[src/hw/rtl/gsa_pkg.sv]
package gsa_pkg;

  localparam int SLOTS    = 64;
  localparam int DEFAULTS = 6;
  localparam int IDX_W    = $clog2(SLOTS);
  localparam int CNT_W    = $clog2(SLOTS + 1);
  localparam int GEN_W    = 32;
  localparam int REV_W    = 32;

  typedef enum logic [1:0] {
    OP_ALLOCATE = 2'd0,
    OP_RELEASE  = 2'd1,
    OP_CHECK    = 2'd2,
    OP_QUERY    = 2'd3
  } op_t;

  typedef enum logic [1:0] {
    ST_OK        = 2'd0,
    ST_CAPACITY  = 2'd1,
    ST_INVALID   = 2'd2,
    ST_PROTECTED = 2'd3
  } status_t;

  typedef enum logic {
    FSM_IDLE,
    FSM_EXEC
  } fsm_state_t;

  typedef struct packed {
    op_t               op;
    logic [IDX_W-1:0]  slot_index;
    logic [GEN_W-1:0]  handle_generation;
  } req_item_t;

  typedef struct packed {
    status_t           status;
    logic [IDX_W-1:0]  out_index;
    logic [GEN_W-1:0]  out_generation;
    logic              slot_occupied;
    logic [REV_W-1:0]  slot_revision;
    logic [CNT_W-1:0]  live_count;
  } rsp_item_t;

  // one memory word per slot
  typedef struct packed {
    logic [IDX_W-1:0]  link;
    logic [GEN_W-1:0]  gen;
    logic [REV_W-1:0]  rev;
    logic              occ;
  } slot_entry_t;

  // contents of a slot that has not been written since reset
  function automatic slot_entry_t reset_entry(logic [IDX_W-1:0] idx);
    slot_entry_t e;
    e.link = '0;
    if (idx >= IDX_W'(DEFAULTS) && idx != IDX_W'(SLOTS - 1)) begin
      e.link = idx + IDX_W'(1);
    end
    e.gen = GEN_W'(1);
    e.rev = '0;
    e.occ = (idx < IDX_W'(DEFAULTS));
    return e;
  endfunction

endpackage

[src/hw/rtl/gsa_slot_ram.sv]
module gsa_slot_ram (
  input  logic                      clk,
  input  logic                      rst,
  input  logic                      rd_en,
  input  logic [gsa_pkg::IDX_W-1:0] rd_addr,
  output gsa_pkg::slot_entry_t      rd_entry,
  input  logic                      wr_en,
  input  logic [gsa_pkg::IDX_W-1:0] wr_addr,
  input  gsa_pkg::slot_entry_t      wr_entry
);
  import gsa_pkg::*;

  slot_entry_t            mem [SLOTS];
  logic [SLOTS-1:0]       written;
  slot_entry_t            rd_data;
  logic                   rd_written;
  logic [IDX_W-1:0]       rd_addr_q;

  always_ff @(posedge clk) begin
    if (wr_en) begin
      mem[wr_addr] <= wr_entry;
    end
    if (rd_en) begin
      rd_data <= mem[rd_addr];
    end
  end

  // per-entry written flags stand in for the reset contents
  always_ff @(posedge clk) begin
    if (rst) begin
      written <= '0;
    end else if (wr_en) begin
      written[wr_addr] <= 1'b1;
    end
  end

  always_ff @(posedge clk) begin
    if (rd_en) begin
      rd_written <= written[rd_addr];
      rd_addr_q  <= rd_addr;
    end
  end

  assign rd_entry = rd_written ? rd_data : reset_entry(rd_addr_q);

endmodule

[config.mk]
export PLATFORM = sky130hd
export DESIGN_NAME = gsa_slot_ram
export DESIGN_NICKNAME = d
export VERILOG_FILES = /design/src/hw/rtl/gsa_pkg.sv /design/src/hw/rtl/gsa_slot_ram.sv
export SDC_FILE = /design/constraint.sdc
export NUM_CORES = 2
export LEC_CHECK = 0
export ABC_CLOCK_PERIOD_IN_PS = 12010
export BUFFER_PORTS_ARGS = -buffer_cell sky130_fd_sc_hd__buf_2
export CAP_MARGIN = 40
export CORE_ASPECT_RATIO = 1.25
export CORE_MARGIN = 10
export CORE_UTILIZATION = 55
export CTS_BUF_LIST = sky130_fd_sc_hd__clkbuf_4
export DETAILED_ROUTE_END_ITERATION = 12
export GPL_TIMING_DRIVEN = 0
export MAX_ROUTING_LAYER = met4
export PLACE_DENSITY = 0.71
export SYNTH_ARGS = -nofsm -noshare
export SYNTH_HDL_FRONTEND = slang
export SYNTH_MEMORY_MAX_BITS = 65536
export SYNTH_SLANG_ARGS = --single-unit
[constraint.sdc]
create_clock -name clk -period 12.01 [get_ports clk]
set_input_delay 3.603 -clock clk [delete_from_list [all_inputs] [get_ports clk]]
set_output_delay 3.603 -clock clk [all_outputs]
set_load 0.005 [all_outputs]
== Yosys cells after proc, flatten, opt, wreduce, memory -nomap -nowiden ==
Memories as Yosys holds them, arrays and structs flattened. A register that Yosys moved wholly into a read port is not among the register bits.
Cells that the tools add are included.
Operators by class
  $add $sub $neg: 1
  order comparisons: 5
  equality and inequality tests: 1
  muxes and demuxes: 8
  bitwise gates (word level): 1
  reductions and logical operators: 2
Operators by type and width (number)
  $mux W71: 1
  $or A64 B64 Y64: 1
  $lt A6 B7 Y1 const B: 2
  $add A6 B1 Y6 const B: 1
  $bmux W1 S6: 1
  $demux W1 S6: 1
  $ge A6 B1 Y1 const B: 1
  $ge A6 B3 Y1 const B: 1
  $lt A6 B3 Y1 const B: 1
  $mux W6: 1
  $ne A6 B6 Y1 const B: 1
  $mux W1: 4
  $logic_and A1 B1 Y1: 2
Storage, ports and cells
  bits in registers: 71
  memory bits (writable): 4544
  output and inout port bits: 71
  memories kept: 1
Memory list
  mem: depth 64, bits a word 71, read ports 1, clocked after Yosys merged registers in 1, wr ports 1, RTL line gsa_slot_ram.sv:13  | slot_entry_t mem [SLOTS];

== Longest topological paths before layout ==
  depth after elaboration: 5
  depth in mapped cells: 10
  mapped depth without buffers: 5

== Least setup slack after synthesis ==
OpenSTA, ideal clock, no wires.
  path kind: input to register
  start point: in wr_en
  end point: mem mem[40][0] (netlist bit) (enable)
  library setup time: 0.589 ns
  arrival: 8.950 ns
  data required time: 11.421 ns
  path slack: 2.471 ns
  stages on the path: 3
  buffers on the path: 0
  cell sequence: nor2b_1 > nand3_1 > nor3_1
On the way
  longest elaborated chain between the ends: 2
Ends and longest elaborated chain
  start, declared: RTL line gsa_slot_ram.sv:7  | input logic wr_en,
  $mux W1: RTL line gsa_slot_ram.sv:20  | if (wr_en) begin
  $mux W1 (implied by the code): RTL line gsa_slot_ram.sv:21  | mem[wr_addr] <= wr_entry;
  end, declared: RTL line gsa_slot_ram.sv:13
Every way passes these cells.

==> summary.md <==
| Metric | Value |
|---|---|
| IO Count | `158` |
| Worst R2R Path Depth | `5` |
| Clock Sinks | `4686` |
| Die Span Y | `653.6 um` |
| Worst EP arrival | `4.34 ns` |
| Tmin final | `7.941 ns` |
| WHS Endpoint | `written[4]$_SDFFE_PP0P_` |
| RSZ-0062 raised after global routing | `false` |
| Die footprint | `344300 sq um` |
| Reg2reg setup slack | `9.64 ns` |
| Lkg Pwr | `65.79 nW` |
| Core area | `319600 sq um` |
| Register area share after synthesis | `79.31%` |
| Syn Nets | `7729` |
| Post-synth top cells | `edfxtp_1, mux4_2, o22ai_1` |
| Crit Path Class | `reg2out` |
| Post-synthesis instance total | `7640` |
| Worst reg2reg startpoint | `mem[47][23]$_DFFE_PP_` |
| Fin. max-slew vios | `0` |
| Final Hold Viols | `0` |
| Worst rel slew slack | `30.75%` |
| Worst hold path depth | `2` |
| Actual slew at the worst max-slew pin | `1.030 ns` |
| Synth top area cells | `edfxtp_1, mux4_2, o22ai_1, dfxtp_1, mux2i_1` |
| PD cells | `160.4 nW/um^2` |
| Syn Area/Cell | `23.12 sq um` |
| Depth of the CTS H-tree | `7` |
| Clock latency on the worst-skew pair | `1.53 ns` |
| Critical Path Max Stage Delay | `0.68 ns` |
| EDFF count, synth | `4622` |
| Initial antenna violation count | `50` |
| CTS tree | `done` |
| DP Area | `190100 sq um` |
| Die width | `526.8 um` |
| Detailed placement HPWL | `360200 um` |
| CP Launch Type | `flip-flop` |
| Fillers | `20720` |
| Dpl ws | `4.163 ns` |
| CP cell instances | `clkbuf_1 > buf_6 > clkbuf_1 > and2_1 > buf_2` |
| CP Max Fanout | `10` |
| Most frequent CP cell | `clkbuf_1` |
| IO buf count | `155` |
| Primary FF master, synth | `edfxtp_1` |
| Origin of the worst min-delay path | `written[4]$_SDFFE_PP0P_` |
| Max IR drop VDD | `0.09533 mV` |
| GRT Util Overall | `31.05%` |
| Remaining DRCs | `0` |
| CTS buffer count | `1093` |
| Final setup fails | `0` |
| Design area | `204400 sq um` |
| Gpl congestion | `0.8531` |
| Vias in the first global route | `96210` |
| Flops & latches, synth | `4686` |
| WP buf/inv | `4` |
| DR WL/cell | `36.58 um` |
| Clock Path Buffers | `4` |
| Post-Route WL | `525300 um` |
| Area share of the largest cell type after synthesis | `78.59%` |
| Total grt overflow | `0` |
| Setup WS post-layout | `4.069 ns` |
| Clk pin slew, worst setup/hold paths | `0.07 ns` |
| Worst r2r dst | `rd_data[23]$_DFFE_PP_` |
| Detailed Routing Iterations Pass 1 | `6` |
| Most common cell in the netlist | `edfxtp_1` |
| Syn-to-layout area delta | `15.75%` |
| Initial core utilization | `55.26%` |
| MaxCap Viol Count | `0` |
| Final Core Density | `63.96%` |
| Endpoint type of the worst setup path | `output port` |
| Synth warnings | `0` |
| Hold buffers post-CTS | `0` |
| Tot Pwr | `32.80 mW` |
| Clock Tree Root | `clkbuf_4` |
| Post-Synthesis Cell Area | `176600 sq um` |
| Area leader, netlist | `edfxtp_1` |
| Status | `finished clean` |
| Drt initial violations | `15560` |
| Max Clock Skew | `0.1316 ns` |
| Crit-path leading delay family | `buffers and inverters` |
| CTS-repair resized insts | `0` |
| Vias per cell | `6.628` |
| Critical-path top delay cell | `clkbuf_1` |
| Final ANT Viol Nets | `0` |
| Worst Hold Class | `reg2reg` |
| Post-CTS setup-driven buffer insertion count | `0` |
| Via count | `95170` |
| Largest net degree at the start of global routing | `65` |
| Synth async-reset ratio | `0%` |
| Required @ worst endpoint | `8.41 ns` |
| Unique masters post-synth | `44` |
| First-pass GRT wire length | `726700 um` |
| Nets | `9400` |
| Share of cells above drive strength 1 | `37.37%` |
| Final period util | `66.12%` |
| Rows | `232` |
| Peak Freq | `0.1259 GHz` |
layout by cell type (no fill, tap or decap), drive strengths merged, types with 64 or more instances in the layout:
cell type | Yosys | layout
mux4 | 1136 | 1136
nor2 | 250 | 250
o221ai | 71 | 71
edfxtp | 4622 | 4622
mux2i | 124 | 124
clkinv | 0 | 213
clkbuf | 125 | 1690
buf | 308 | 870
diode | 0 | 73
o21ai | 72 | 72
a21oi | 97 | 97
o22ai | 317 | 317
dfxtp | 64 | 64
and2 | 69 | 69
worst register-to-register path: stages (launching register included):
cell,delay (ns)
edfxtp_1,0.39
mux4_2,0.50
mux2i_1,0.51
nand2_1,0.13
a2bb2oi_1,0.46
a211oi_1,0.11
sequential cells by signal, indices dropped and copies added (netlist names):
signal      flops
mem          4544
rd_data        71
rd_addr_q       6
written        64
rd_written      1
kinds of logic (layout without fill, tap and decap cells):
group / after synthesis / count (layout) / share of synthesized area (%)
AO/OA/AOI/OAI: 685 / 685 / 2.549
XOR/XNOR: 3 / 3 / 0.01488
adder cells (fa/ha/maj): 2 / 2 / 0.01417
flip-flops: 4686 / 4686 / 79.31
other: 0 / 73 / 0
buffers and inverters: 434 / 2868 / 1.382
multiplexers: 1261 / 1261 / 15.20
AND/OR/NAND/NOR: 569 / 569 / 1.533
through the flow:
stage | hold slack [ns] | setup TNS, ns | std cells
after floorplan | 0.4348 | 0 | 7640
after global placement | 0.4429 | -3214.56 | 12010
after detailed placement | 0.4588 | 0 | 12410
after CTS | 0.4719 | 0 | 14260
after global routing | 0.4963 | 0 | 14330
final | 0.4764 | 0 | 14360
worst max path at each step:
stage,slack (ns),to,start,cells past startpoint
after floorplan,2.47,mem[40][0]$_DFFE_PP_,wr_en,3
after global placement,-5.85,mem[48][36]$_DFFE_PP_,wr_addr[1],4
after global routing,4.12,rd_entry[45],rd_written$_DFFE_PP_,5
after detailed placement,4.16,rd_data[10]$_DFFE_PP_,rd_addr[3],9
after CTS,4.20,rd_entry[47],rd_written$_DFFE_PP_,5
final,4.07,rd_entry[44],rd_written$_DFFE_PP_,5
where the power goes:
part	switching (mW)	internal, mW	leakage [nW]
Sequential	0.0407	18.1	42.1
Combinational	1.24	0.669	15.5
Clock	6.17	6.58	8.13
Total	7.45	25.3	65.8
area by class of cell:
type	instances	area, sq um	share of cell area, %
sequential	4686	140100	68.52
inverter	1	3.754	0.001836
tap	4212	5270	2.578
clock inverter	294	1969	0.9634
clock buffer	1564	11740	5.743
antenna	73	182.7	0.08936
multi-input combinational	2520	34610	16.93
timing repair buffer	576	8122	3.973
buffer	433	2451	1.199
metal layers:
| layer | wire length, um | track usage, % |
|---|---|---|
| met4 | 35080 | 17.31 |
| met3 | 68390 | 8.678 |
| met5 | 0 | - |
| met2 | 249500 | 47.19 |
| met1 | 172300 | 37.99 |
Note: power is estimated with default switching activity, not from simulation.
